--- config.mk ---
export PLATFORM = sky130hd
export DESIGN_NAME = mpeg_audio_frame_checker_unit
export DESIGN_NICKNAME = d
export VERILOG_FILES = /design/src/rtl/core/maf_pkg.sv /design/src/rtl/core/mpeg_audio_frame_checker_unit.sv /design/src/rtl/core/maf_front.sv /design/src/rtl/core/maf_queue.sv /design/src/rtl/core/maf_back.sv
export VERILOG_INCLUDE_DIRS = /design/src /design/src/rtl/core
export SDC_FILE = /design/constraint.sdc
export NUM_CORES = 1
export LEC_CHECK = 0
export ABC_AREA = 1
export ABC_CLOCK_PERIOD_IN_PS = 6050
export BUFFER_PORTS_ARGS = -buffer_cell sky130_fd_sc_hd__clkbuf_2
export CAP_MARGIN = 20
export CORE_ASPECT_RATIO = 1.2
export CORE_MARGIN = 10
export CORE_UTILIZATION = 36
export DETAILED_ROUTE_END_ITERATION = 12
export HOLD_SLACK_MARGIN = 0.15
export PLACE_DENSITY = 0.61
export SLEW_MARGIN = 20
export SYNTH_ARGS = -nofsm -noshare
export SYNTH_HDL_FRONTEND = slang
export SYNTH_SLANG_ARGS = --single-unit
--- constraint.sdc ---
create_clock -name clk -period 6.05 [get_ports clk]
set_clock_uncertainty 0.1 [all_clocks]
set_input_delay 0.605 -clock clk [delete_from_list [all_inputs] [get_ports clk]]
set_output_delay 0.605 -clock clk [all_outputs]
set_load 0.02 [all_outputs]
--- src/rtl/core/mpeg_audio_frame_checker_unit_defines.svh ---
// Assertion macros used by the frame checker front end.
`ifndef MPEG_AUDIO_FRAME_CHECKER_UNIT_DEFINES_SVH
`define MPEG_AUDIO_FRAME_CHECKER_UNIT_DEFINES_SVH

// Same-cycle implication, checked out of reset.
`define MAF_ASSERT_NOW(label, ante, cons, msg) \
    label: assert property (@(posedge clk) disable iff (!rst_n) (ante) |-> (cons)) \
        else $error(msg);

// Next-cycle implication, checked out of reset.
`define MAF_ASSERT_NEXT(label, ante, cons, msg) \
    label: assert property (@(posedge clk) disable iff (!rst_n) (ante) |=> (cons)) \
        else $error(msg);

`endif

--- src/rtl/core/maf_pkg.sv ---
// Package: types, status codes and rate tables of the MPEG audio frame checker.
package maf_pkg;

    localparam logic [3:0] ST_FRAME       = 4'd0;
    localparam logic [3:0] ST_OK          = 4'd1;
    localparam logic [3:0] ST_SYNC        = 4'd2;
    localparam logic [3:0] ST_VERSION     = 4'd3;
    localparam logic [3:0] ST_LAYER       = 4'd4;
    localparam logic [3:0] ST_BITRATE     = 4'd5;
    localparam logic [3:0] ST_RATE        = 4'd6;
    localparam logic [3:0] ST_FREE        = 4'd7;
    localparam logic [3:0] ST_MIS_VERSION = 4'd8;
    localparam logic [3:0] ST_MIS_LAYER   = 4'd9;
    localparam logic [3:0] ST_MIS_RATE    = 4'd10;
    localparam logic [3:0] ST_MIS_CHAN    = 4'd11;
    localparam logic [3:0] ST_TRUNC       = 4'd12;

    localparam logic [1:0] VER_MPEG1    = 2'd3;
    localparam logic [1:0] VER_RESERVED = 2'd1;
    localparam logic [1:0] LAY_I        = 2'd3;
    localparam logic [1:0] LAY_II       = 2'd2;
    localparam logic [1:0] LAY_III      = 2'd1;
    localparam logic [1:0] LAY_RESERVED = 2'd0;
    localparam logic [1:0] RIX_RESERVED = 2'd3;
    localparam logic [1:0] CHM_MONO     = 2'd3;

    localparam int QUEUE_DEPTH = 2;
    localparam int NUM_W       = 27;
    localparam int DIV_CNT_W   = 5;
    localparam logic [17:0] FACTOR_LAY_I   = 18'd12000;
    localparam logic [17:0] FACTOR_HALF    = 18'd72000;
    localparam logic [17:0] FACTOR_FULL    = 18'd144000;
    localparam logic [11:0] LEN_MAX        = 12'd4095;

    // bitrates in kbit/s by table row and index
    localparam logic [8:0] KBPS_TAB [5][16] = '{
        '{9'd0, 9'd32, 9'd64, 9'd96, 9'd128, 9'd160, 9'd192, 9'd224,
          9'd256, 9'd288, 9'd320, 9'd352, 9'd384, 9'd416, 9'd448, 9'd0},
        '{9'd0, 9'd32, 9'd48, 9'd56, 9'd64, 9'd80, 9'd96, 9'd112,
          9'd128, 9'd160, 9'd192, 9'd224, 9'd256, 9'd320, 9'd384, 9'd0},
        '{9'd0, 9'd32, 9'd40, 9'd48, 9'd56, 9'd64, 9'd80, 9'd96,
          9'd112, 9'd128, 9'd160, 9'd192, 9'd224, 9'd256, 9'd320, 9'd0},
        '{9'd0, 9'd32, 9'd48, 9'd56, 9'd64, 9'd80, 9'd96, 9'd112,
          9'd128, 9'd144, 9'd160, 9'd176, 9'd192, 9'd224, 9'd256, 9'd0},
        '{9'd0, 9'd8, 9'd16, 9'd24, 9'd32, 9'd40, 9'd48, 9'd56,
          9'd64, 9'd80, 9'd96, 9'd112, 9'd128, 9'd144, 9'd160, 9'd0}
    };

    typedef struct packed {
        logic [7:0] data_byte;
        logic       is_last;
    } maf_in_t;

    typedef struct packed {
        logic [3:0]  status;
        logic        final_res;
        logic [1:0]  version_id;
        logic [1:0]  layer_code;
        logic [3:0]  bitrate_index;
        logic [1:0]  rate_index;
        logic        padding;
        logic [1:0]  channel_mode;
        logic [11:0] payload_length;
    } maf_out_t;

    // one classified event passed from front to back
    typedef struct packed {
        logic [3:0] status;
        logic       final_res;
        logic       need_len;
        logic [1:0] version_id;
        logic [1:0] layer_code;
        logic [3:0] bitrate_index;
        logic [1:0] rate_index;
        logic       padding;
        logic [1:0] channel_mode;
    } maf_job_t;

    // payload length returned to the front
    typedef struct packed {
        logic        valid;
        logic [11:0] len;
    } maf_fb_t;

    typedef enum logic [1:0] {
        PH_HEADER,
        PH_SKIP,
        PH_ERROR,
        PH_WAIT
    } maf_phase_t;

    typedef enum logic [1:0] {
        BK_IDLE,
        BK_MUL,
        BK_DIV,
        BK_FIN
    } maf_back_state_t;

    function automatic logic [8:0] kbps_of(input logic [1:0] ver, input logic [1:0] lay,
                                           input logic [3:0] bri);
        logic [2:0] row;
        logic       ok;
        row = 3'd0;
        ok  = 1'b1;
        if (ver == VER_MPEG1) begin
            case (lay)
                LAY_I:   row = 3'd0;
                LAY_II:  row = 3'd1;
                LAY_III: row = 3'd2;
                default: ok = 1'b0;
            endcase
        end else if (ver != VER_RESERVED) begin
            case (lay)
                LAY_I:   row = 3'd3;
                LAY_II:  row = 3'd4;
                LAY_III: row = 3'd4;
                default: ok = 1'b0;
            endcase
        end else begin
            ok = 1'b0;
        end
        return ok ? KBPS_TAB[row][bri] : 9'd0;
    endfunction

    function automatic logic [15:0] srate_of(input logic [1:0] ver, input logic [1:0] rix);
        logic [15:0] base;
        case (rix)
            2'd0:    base = 16'd44100;
            2'd1:    base = 16'd48000;
            2'd2:    base = 16'd32000;
            default: base = 16'd0;
        endcase
        case (ver)
            VER_MPEG1: return base;
            2'd2:      return base >> 1;
            2'd0:      return base >> 2;
            default:   return 16'd0;
        endcase
    endfunction

endpackage

--- src/rtl/core/mpeg_audio_frame_checker_unit.sv ---
// MPEG audio frame checker: one word per cycle while input is not stalled by a full queue.
// A good header that is not the last word stalls input until the back end returns its length
// (queue pop, one multiply, 27 divide steps, a finish state that waits for a free result slot).
// A result passes through the queue and then the result register; a length also passes the divider.
// Reset (rst_n low, asynchronous) clears phase, counters, references and kept error.
module mpeg_audio_frame_checker_unit (
    input  logic              clk,
    input  logic              rst_n,
    input  logic              data_valid,
    output logic              data_ready,
    input  maf_pkg::maf_in_t  data,
    output logic              result_valid,
    input  logic              result_ready,
    output maf_pkg::maf_out_t result
);
    import maf_pkg::*;

    logic     q_push, q_pop, q_empty, q_full;
    maf_job_t q_job, q_head;
    maf_fb_t  fb;

    maf_front u_front (
        .clk        (clk),
        .rst_n      (rst_n),
        .data_valid (data_valid),
        .data_ready (data_ready),
        .data       (data),
        .q_full     (q_full),
        .q_push     (q_push),
        .q_job      (q_job),
        .fb         (fb)
    );

    maf_queue u_queue (
        .clk      (clk),
        .rst_n    (rst_n),
        .push     (q_push),
        .push_job (q_job),
        .pop      (q_pop),
        .head     (q_head),
        .empty    (q_empty),
        .full     (q_full)
    );

    maf_back u_back (
        .clk          (clk),
        .rst_n        (rst_n),
        .q_empty      (q_empty),
        .q_head       (q_head),
        .q_pop        (q_pop),
        .fb           (fb),
        .result_valid (result_valid),
        .result_ready (result_ready),
        .result       (result)
    );

endmodule

--- src/rtl/core/maf_front.sv ---
// Front end: gathers header bytes, checks them and tracks payload skipping.
`include "mpeg_audio_frame_checker_unit_defines.svh"

module maf_front (
    input  logic             clk,
    input  logic             rst_n,
    input  logic             data_valid,
    output logic             data_ready,
    input  maf_pkg::maf_in_t data,
    input  logic             q_full,
    output logic             q_push,
    output maf_pkg::maf_job_t q_job,
    input  maf_pkg::maf_fb_t fb
);
    import maf_pkg::*;

    maf_phase_t  phase_reg, phase_next;
    logic [23:0] shift_reg, shift_next;
    logic [1:0]  cnt_reg, cnt_next;
    logic [11:0] left_reg, left_next;
    logic        refv_reg, refv_next;
    logic [1:0]  refver_reg, refver_next;
    logic [1:0]  reflay_reg, reflay_next;
    logic [1:0]  refrix_reg, refrix_next;
    logic        refmono_reg, refmono_next;
    logic [3:0]  kept_reg, kept_next;

    logic [31:0] h;
    logic [1:0]  ver, lay, rix, chm;
    logic [3:0]  bri;
    logic        pad, mono, accept;
    logic [3:0]  err;

    assign data_ready = (phase_reg != PH_WAIT) && !q_full;
    assign accept     = data_valid && data_ready;

    // split the header and classify it
    assign h    = {shift_reg, data.data_byte};
    assign ver  = h[20:19];
    assign lay  = h[18:17];
    assign bri  = h[15:12];
    assign rix  = h[11:10];
    assign pad  = h[9];
    assign chm  = h[7:6];
    assign mono = (chm == CHM_MONO);

    always_comb
    begin
        if (h[31:21] != 11'h7FF)                  err = ST_SYNC;
        else if (ver == VER_RESERVED)             err = ST_VERSION;
        else if (lay == LAY_RESERVED)             err = ST_LAYER;
        else if (bri == 4'hF)                     err = ST_BITRATE;
        else if (rix == RIX_RESERVED)             err = ST_RATE;
        else if (refv_reg && refver_reg != ver)   err = ST_MIS_VERSION;
        else if (refv_reg && reflay_reg != lay)   err = ST_MIS_LAYER;
        else if (refv_reg && refrix_reg != rix)   err = ST_MIS_RATE;
        else if (refv_reg && refmono_reg != mono) err = ST_MIS_CHAN;
        else if (bri == 4'h0)                     err = ST_FREE;
        else                                      err = ST_FRAME;
    end

    // next state and queue push
    always_comb
    begin
        phase_next   = phase_reg;
        shift_next   = shift_reg;
        cnt_next     = cnt_reg;
        left_next    = left_reg;
        refv_next    = refv_reg;
        refver_next  = refver_reg;
        reflay_next  = reflay_reg;
        refrix_next  = refrix_reg;
        refmono_next = refmono_reg;
        kept_next    = kept_reg;
        q_push       = 1'b0;
        q_job        = '0;

        if (phase_reg == PH_WAIT && fb.valid) begin
            left_next  = fb.len;
            phase_next = (fb.len != 12'd0) ? PH_SKIP : PH_HEADER;
        end

        if (accept) begin
            case (phase_reg)
                PH_HEADER:
                begin
                    if (cnt_reg != 2'd3) begin
                        shift_next = {shift_reg[15:0], data.data_byte};
                        cnt_next   = cnt_reg + 2'd1;
                    end else begin
                        shift_next          = '0;
                        cnt_next            = 2'd0;
                        q_push              = 1'b1;
                        q_job.status        = err;
                        q_job.version_id    = ver;
                        q_job.layer_code    = lay;
                        q_job.bitrate_index = bri;
                        q_job.rate_index    = rix;
                        q_job.padding       = pad;
                        q_job.channel_mode  = chm;
                        if (err != ST_FRAME) begin
                            kept_next  = err;
                            phase_next = PH_ERROR;
                        end else begin
                            q_job.need_len = 1'b1;
                            phase_next     = PH_WAIT;
                            if (!refv_reg) begin
                                refv_next    = 1'b1;
                                refver_next  = ver;
                                reflay_next  = lay;
                                refrix_next  = rix;
                                refmono_next = mono;
                            end
                        end
                    end
                end
                PH_SKIP:
                begin
                    left_next = (left_reg != 12'd0) ? left_reg - 12'd1 : 12'd0;
                    if (left_next == 12'd0) phase_next = PH_HEADER;
                end
                default:
                begin
                end
            endcase

            // close the stream and return to reset state
            if (data.is_last) begin
                q_push          = 1'b1;
                q_job.final_res = 1'b1;
                if (kept_next != ST_FRAME)
                    q_job.status = kept_next;
                else if (q_job.need_len)
                    q_job.status = ST_FRAME;
                else if (phase_next == PH_HEADER && cnt_next == 2'd0)
                    q_job.status = ST_OK;
                else
                    q_job.status = ST_TRUNC;
                phase_next   = PH_HEADER;
                shift_next   = '0;
                cnt_next     = 2'd0;
                left_next    = '0;
                refv_next    = 1'b0;
                refver_next  = '0;
                reflay_next  = '0;
                refrix_next  = '0;
                refmono_next = 1'b0;
                kept_next    = ST_FRAME;
            end
        end
    end

    always_ff @(posedge clk or negedge rst_n)
    begin
        if (!rst_n) begin
            phase_reg   <= PH_HEADER;
            shift_reg   <= '0;
            cnt_reg     <= '0;
            left_reg    <= '0;
            refv_reg    <= 1'b0;
            refver_reg  <= '0;
            reflay_reg  <= '0;
            refrix_reg  <= '0;
            refmono_reg <= 1'b0;
            kept_reg    <= ST_FRAME;
        end else begin
            phase_reg   <= phase_next;
            shift_reg   <= shift_next;
            cnt_reg     <= cnt_next;
            left_reg    <= left_next;
            refv_reg    <= refv_next;
            refver_reg  <= refver_next;
            reflay_reg  <= reflay_next;
            refrix_reg  <= refrix_next;
            refmono_reg <= refmono_next;
            kept_reg    <= kept_next;
        end
    end

    `MAF_ASSERT_NOW(a_fb_only_when_waiting, fb.valid, phase_reg == PH_WAIT, "length returned while not waiting")
    `MAF_ASSERT_NOW(a_no_push_when_full, q_push, !q_full, "queue overrun")
    `MAF_ASSERT_NOW(a_error_kept, phase_reg == PH_ERROR, kept_reg != ST_FRAME, "error phase without kept code")

endmodule

--- src/rtl/core/maf_queue.sv ---
// Short queue of classified events between front and back.
module maf_queue (
    input  logic              clk,
    input  logic              rst_n,
    input  logic              push,
    input  maf_pkg::maf_job_t push_job,
    input  logic              pop,
    output maf_pkg::maf_job_t head,
    output logic              empty,
    output logic              full
);
    import maf_pkg::*;

    localparam int PTR_W = $clog2(QUEUE_DEPTH);

    maf_job_t             mem_reg [QUEUE_DEPTH];
    logic [PTR_W-1:0]     wr_reg, rd_reg;
    logic [PTR_W:0]       cnt_reg;

    assign empty = (cnt_reg == '0);
    assign full  = (cnt_reg == (PTR_W+1)'(QUEUE_DEPTH));
    assign head  = mem_reg[rd_reg];

    // store entry
    always_ff @(posedge clk)
    begin
        if (push) mem_reg[wr_reg] <= push_job;
    end

    // advance pointers
    always_ff @(posedge clk or negedge rst_n)
    begin
        if (!rst_n) begin
            wr_reg  <= '0;
            rd_reg  <= '0;
            cnt_reg <= '0;
        end else begin
            if (push) wr_reg <= wr_reg + 1'b1;
            if (pop)  rd_reg <= rd_reg + 1'b1;
            cnt_reg <= cnt_reg + (PTR_W+1)'(push) - (PTR_W+1)'(pop);
        end
    end

endmodule

--- src/rtl/core/maf_back.sv ---
// Back end: payload length by multiply and bit-serial divide, result register.
module maf_back (
    input  logic               clk,
    input  logic               rst_n,
    input  logic               q_empty,
    input  maf_pkg::maf_job_t  q_head,
    output logic               q_pop,
    output maf_pkg::maf_fb_t   fb,
    output logic               result_valid,
    input  logic               result_ready,
    output maf_pkg::maf_out_t  result
);
    import maf_pkg::*;

    maf_back_state_t        state_reg, state_next;
    maf_job_t               job_reg, job_next;
    logic [8:0]             kbps_reg, kbps_next;
    logic [17:0]            factor_reg, factor_next;
    logic [15:0]            sr_reg, sr_next;
    logic [NUM_W-1:0]       num_reg, num_next;
    logic [15:0]            rem_reg, rem_next;
    logic [NUM_W-1:0]       quo_reg, quo_next;
    logic [DIV_CNT_W-1:0]   cnt_reg, cnt_next;
    logic                   rv_reg, rv_next;
    maf_out_t               res_reg, res_next;

    logic        out_free;
    logic [16:0] rem_sh;
    logic        fit;
    logic [29:0] len_full;
    logic [11:0] len;
    logic [26:0] product;

    assign out_free     = !rv_reg || result_ready;
    assign result_valid = rv_reg;
    assign result       = res_reg;

    // one divide step and the final length
    assign product  = 27'(kbps_reg * factor_reg);
    assign rem_sh   = {rem_reg, num_reg[NUM_W-1]};
    assign fit      = rem_sh >= {1'b0, sr_reg};
    assign len_full = (job_reg.layer_code == LAY_I)
                    ? {(28'(quo_reg) + 28'(job_reg.padding)), 2'b00}
                    : 30'(28'(quo_reg) + 28'(job_reg.padding));
    assign len      = (len_full < 30'd4) ? 12'd0
                    : ((len_full - 30'd4) > 30'(LEN_MAX)) ? LEN_MAX
                    : 12'(len_full - 30'd4);

    always_comb
    begin
        state_next  = state_reg;
        job_next    = job_reg;
        kbps_next   = kbps_reg;
        factor_next = factor_reg;
        sr_next     = sr_reg;
        num_next    = num_reg;
        rem_next    = rem_reg;
        quo_next    = quo_reg;
        cnt_next    = cnt_reg;
        rv_next     = rv_reg && !result_ready;
        res_next    = res_reg;
        q_pop       = 1'b0;
        fb          = '0;

        case (state_reg)
            BK_IDLE:
            begin
                if (!q_empty) begin
                    if (q_head.need_len) begin
                        q_pop       = 1'b1;
                        job_next    = q_head;
                        kbps_next   = kbps_of(q_head.version_id, q_head.layer_code,
                                              q_head.bitrate_index);
                        sr_next     = srate_of(q_head.version_id, q_head.rate_index);
                        if (q_head.layer_code == LAY_I)
                            factor_next = FACTOR_LAY_I;
                        else if (q_head.layer_code == LAY_III && q_head.version_id != VER_MPEG1)
                            factor_next = FACTOR_HALF;
                        else
                            factor_next = FACTOR_FULL;
                        state_next  = BK_MUL;
                    end else if (out_free) begin
                        q_pop                   = 1'b1;
                        rv_next                 = 1'b1;
                        res_next.status         = q_head.status;
                        res_next.final_res      = q_head.final_res;
                        res_next.version_id     = q_head.version_id;
                        res_next.layer_code     = q_head.layer_code;
                        res_next.bitrate_index  = q_head.bitrate_index;
                        res_next.rate_index     = q_head.rate_index;
                        res_next.padding        = q_head.padding;
                        res_next.channel_mode   = q_head.channel_mode;
                        res_next.payload_length = '0;
                    end
                end
            end
            BK_MUL:
            begin
                num_next   = product;
                rem_next   = '0;
                quo_next   = '0;
                cnt_next   = DIV_CNT_W'(NUM_W - 1);
                state_next = BK_DIV;
            end
            BK_DIV:
            begin
                rem_next = fit ? 16'(rem_sh - {1'b0, sr_reg}) : rem_sh[15:0];
                quo_next = {quo_reg[NUM_W-2:0], fit};
                num_next = {num_reg[NUM_W-2:0], 1'b0};
                cnt_next = cnt_reg - 1'b1;
                if (cnt_reg == '0) state_next = BK_FIN;
            end
            BK_FIN:
            begin
                if (out_free) begin
                    rv_next                 = 1'b1;
                    res_next.final_res      = job_reg.final_res;
                    res_next.version_id     = job_reg.version_id;
                    res_next.layer_code     = job_reg.layer_code;
                    res_next.bitrate_index  = job_reg.bitrate_index;
                    res_next.rate_index     = job_reg.rate_index;
                    res_next.padding        = job_reg.padding;
                    res_next.channel_mode   = job_reg.channel_mode;
                    res_next.payload_length = len;
                    if (job_reg.final_res)
                        res_next.status = (len == 12'd0) ? ST_OK : ST_TRUNC;
                    else
                        res_next.status = ST_FRAME;
                    fb.valid   = !job_reg.final_res;
                    fb.len     = len;
                    state_next = BK_IDLE;
                end
            end
            default:
            begin
                state_next = BK_IDLE;
            end
        endcase
    end

    // payload registers
    always_ff @(posedge clk)
    begin
        job_reg    <= job_next;
        kbps_reg   <= kbps_next;
        factor_reg <= factor_next;
        sr_reg     <= sr_next;
        num_reg    <= num_next;
        rem_reg    <= rem_next;
        quo_reg    <= quo_next;
        cnt_reg    <= cnt_next;
        res_reg    <= res_next;
    end

    // control registers
    always_ff @(posedge clk or negedge rst_n)
    begin
        if (!rst_n) begin
            state_reg <= BK_IDLE;
            rv_reg    <= 1'b0;
        end else begin
            state_reg <= state_next;
            rv_reg    <= rv_next;
        end
    end

endmodule
==> results.py <==
metrics = {
    "clock_tree": {
        "numCtsBuffers": 25,
        "cts_tree": "done",
        "clock_path_buffers": 3,
        "post_cts.repair.setup_buffers": 0,
        "clk_latency_ns": 0.53,
        "cts_root_buf": "clkbuf_16",
        "clk_pin_slew_ns": 0.07,
        "clkSinkCount": 234,
        "htree_levels": 1,
    },
    "logic_synthesis": {
        "synthesis.nets": 2120,
        "synthDominantCellAreaShare": 0.329,
        "synth_seq_area_share": 0.422,
        "netlist_top_cells_area": "edfxtp_1 (33%), nand2_1 (11%), dfrtp_1 (9.3%), inv_1 (7.2%), ha_1 (6.8%)",
        "async_flop_share": 0.252,
        "synthDistinctLibCells": 50,
        "synthesis.area_um2": 16000,
        "synth_top_area_cell": "edfxtp_1",
        "synth_ff_type": "edfxtp_1",
        "syn_area_per_cell_um2": 8.04,
        "synth-seq-cells": 234,
        "synth_edf_count": 175,
        "ys.warnings.count": 0,
        "synthCells": 1985,
    },
    "route": {
        "avgViaCountPerCell": 4.97,
        "vias": 12923,
        "wl_per_cell_um": 14.6,
        "drt-initial-drc-count": 814,
        "finalWirelength_mm": 37.9,
        "ant_nets": 0,
        "drc": 0,
        "drt-pass1-iter-count": 7,
    },
    "place": {
        "placed_cells": 2552,
        "post-place-ws_ns": 0.582,
        "io_buffers": 44,
        "globalplace.congestion": 0.878,
        "placed_area_um2": 16800,
        "dp_hpwl_mm": 28.9,
    },
    "cells_and_area": {
        "final_nets": 2156,
        "stdcell_count": 2598,
        "diodes": 0,
        "layout-drive-gt1-share": 0.0799,
        "layout_common_cells": "nand2_1 (453), inv_1 (306), nor2_1 (193), nand3_1 (178), edfxtp_1 (175)",
        "final_common_cell": "nand2_1",
        "final_area_um2": 17700,
        "area_growth_pct": 11.1,
        "fillCellCount": 4395,
        "largest_register_ff_count": 38,
    },
    "global_routing": {
        "met3_usage": 0.0166,
        "grt_pass1_vias": 12776,
        "top_usage_layer": "met2",
        "grt_pass1_wl_mm": 62.8,
        "grt_antenna_before_repair": 0,
        "grt_max_degree": 73,
        "overflow": 0,
        "use_met2": 0.256,
        "grtUsageMet1": 0.172,
        "grt_usage": 0.141,
    },
    "outcome": {
        "status": "complete, no violations",
    },
    "flow_run": {
        "max-cap-violations": 0,
    },
    "sta": {
        "min_period_over_period": 0.901,
        "fmax_mhz": 183,
        "finalHoldViolCount": 0,
        "setup_tns_ns": 0,
        "finalSetupViolations": 0,
        "setup_slack_ns": 0.599,
        "tightestPinTransition_ns": 0.989,
        "drv_slew": 0,
        "worst_slew_margin_rel": 0.341,
        "grt_setup_unrepaired": "false",
        "min_period_ns": 5.45,
    },
    "critical_path": {
        "cp.required_ns": 6.34,
        "cp.arrival_ns": 5.74,
        "startpoint_type": "register",
        "timing.critical_path.to_type": "register",
        "critPathMaxFanout": 6,
        "crit_type": "register to register",
    },
    "power": {
        "p_leak_uw": 0.00817,
        "finalPower_uw": 11100,
        "irDropWorstVdd_uv": 359,
        "powerDensity_nw_per_um2": 625,
    },
    "floorplanning": {
        "core-area_um2": 43800,
        "ioPinCount": 45,
        "die-height_um": 251,
        "start_util": 0.364,
        "dieArea_um2": 53200,
        "die_x_um": 212,
        "rows": 84,
    },
    "worst_hold_path": {
        "hold_path.class": "primary input to register",
    },
}
[worst paths after layout]
kind                                                  startpoint  slack [ns]                          endpoint  cells after the start
worst max-delay path            u_back.kbps_reg[4]$_SDFFCE_PP0P_        0.60      u_back.num_reg[25]$_DFFE_PP_                     26
min in group asynchronous                                  rst_n        0.66  u_front.shift_reg[0]$_DFFE_PN0P_                      3
max in group asynchronous                                  rst_n        4.65    u_front.left_reg[10]$_DFF_PN0_                      3
worst min-delay path                                     data[1]        0.20  u_front.shift_reg[0]$_DFFE_PN0P_                      3
worst max register to register  u_back.kbps_reg[4]$_SDFFCE_PP0P_        0.60      u_back.num_reg[25]$_DFFE_PP_                     26
worst min register to register  u_front.shift_reg[1]$_DFFE_PN0P_        0.41  u_front.shift_reg[9]$_DFFE_PN0P_                      2
[stage by stage]
step	hold slack [ns]	util
after floorplan	0.209	-
after global placement	0.396	0.383
after detailed placement	0.404	0.384
after CTS	0.176	0.404
after global routing	0.212	0.404
final	0.202	0.404
[Yosys cell counts (6+ instances only)]
master      n
clkbuf_1   40
nand3b_1    6
inv_1     306
o22ai_1    16
nor3_1     12
nor2_4     10
o211ai_1    8
nand4_1    27
a31oi_1    12
buf_2       6
and2_1      7
xor2_1     20
o21ai_0   134
nand2_2    13
fa_1       35
a21oi_1    73
o31ai_1     9
dfrtp_1    59
edfxtp_1  175
nor4_1      9
xnor2_1    13
o21ai_1     8
nor2_2      9
or2_2      16
nand2_1   453
nand3_1   178
ha_1       87
nor2_1    195
[kinds of logic after synthesis]
kind of cell | share of synthesized area
AO/OA/AOI/OAI | 0.100
XOR/XNOR | 0.0181
adder cells (fa/ha/maj) | 0.112
flip-flops | 0.422
AND/OR/NAND/NOR | 0.260
multiplexers | 0.000627
buffers and inverters | 0.0871
[worst max-delay path, cell delays in order, from the launching register on]
cell and delay [ns]:
edfxtp_1 0.50, nand2_1 0.16, inv_1 0.08, fa_1 0.51, inv_1 0.06, fa_1 0.46
fa_1 0.55, inv_1 0.04, ha_1 0.33, ha_1 0.30, nand3_1 0.07, and2_1 0.18
o21ai_0 0.22, inv_1 0.08, nor2_1 0.14, nor2_1 0.05, o21ai_0 0.20, and2_1 0.18
nor2_1 0.04, o21ai_0 0.26, nand3_1 0.11, nand2_1 0.09, nand2_1 0.06, nand2_1 0.06
a21oi_1 0.06, or2_2 0.27, a31oi_1 0.12
[layout make-up]
| cell class | count | area, µm² | area share |
|---|---|---|---|
| flip-flops and latches | 234 | 6730 | 0.380 |
| well taps | 559 | 699 | 0.0395 |
| repair buffers | 60 | 363 | 0.0205 |
| multi-input cells | 1387 | 7850 | 0.443 |
| clock buffers | 26 | 629 | 0.0355 |
| clock inverters | 19 | 268 | 0.0151 |
| inverters | 313 | 1170 | 0.0663 |
[routing by layer]
metal / vias up / wire length (µm)
met4: 0 / 703
met5: - / 0
li1: 6619 / -
met1: 6036 / 16700
met2: 218 / 19300
met3: 50 / 1240
[where the power goes]
group,switching (µW),total [µW],internal (µW)
Sequential,463,3220,2750
Clock,666,1690,1020
Combinational,4020,6170,2150
Total,5150,11100,5920
[timing repair]
item                       CTS  global route
hold buffers                 1             0
setup endpoints to repair    0             0
gates resized for setup      0             0
hold endpoints to repair    14             0
No activity file was read; power rests on OpenSTA's default activity.
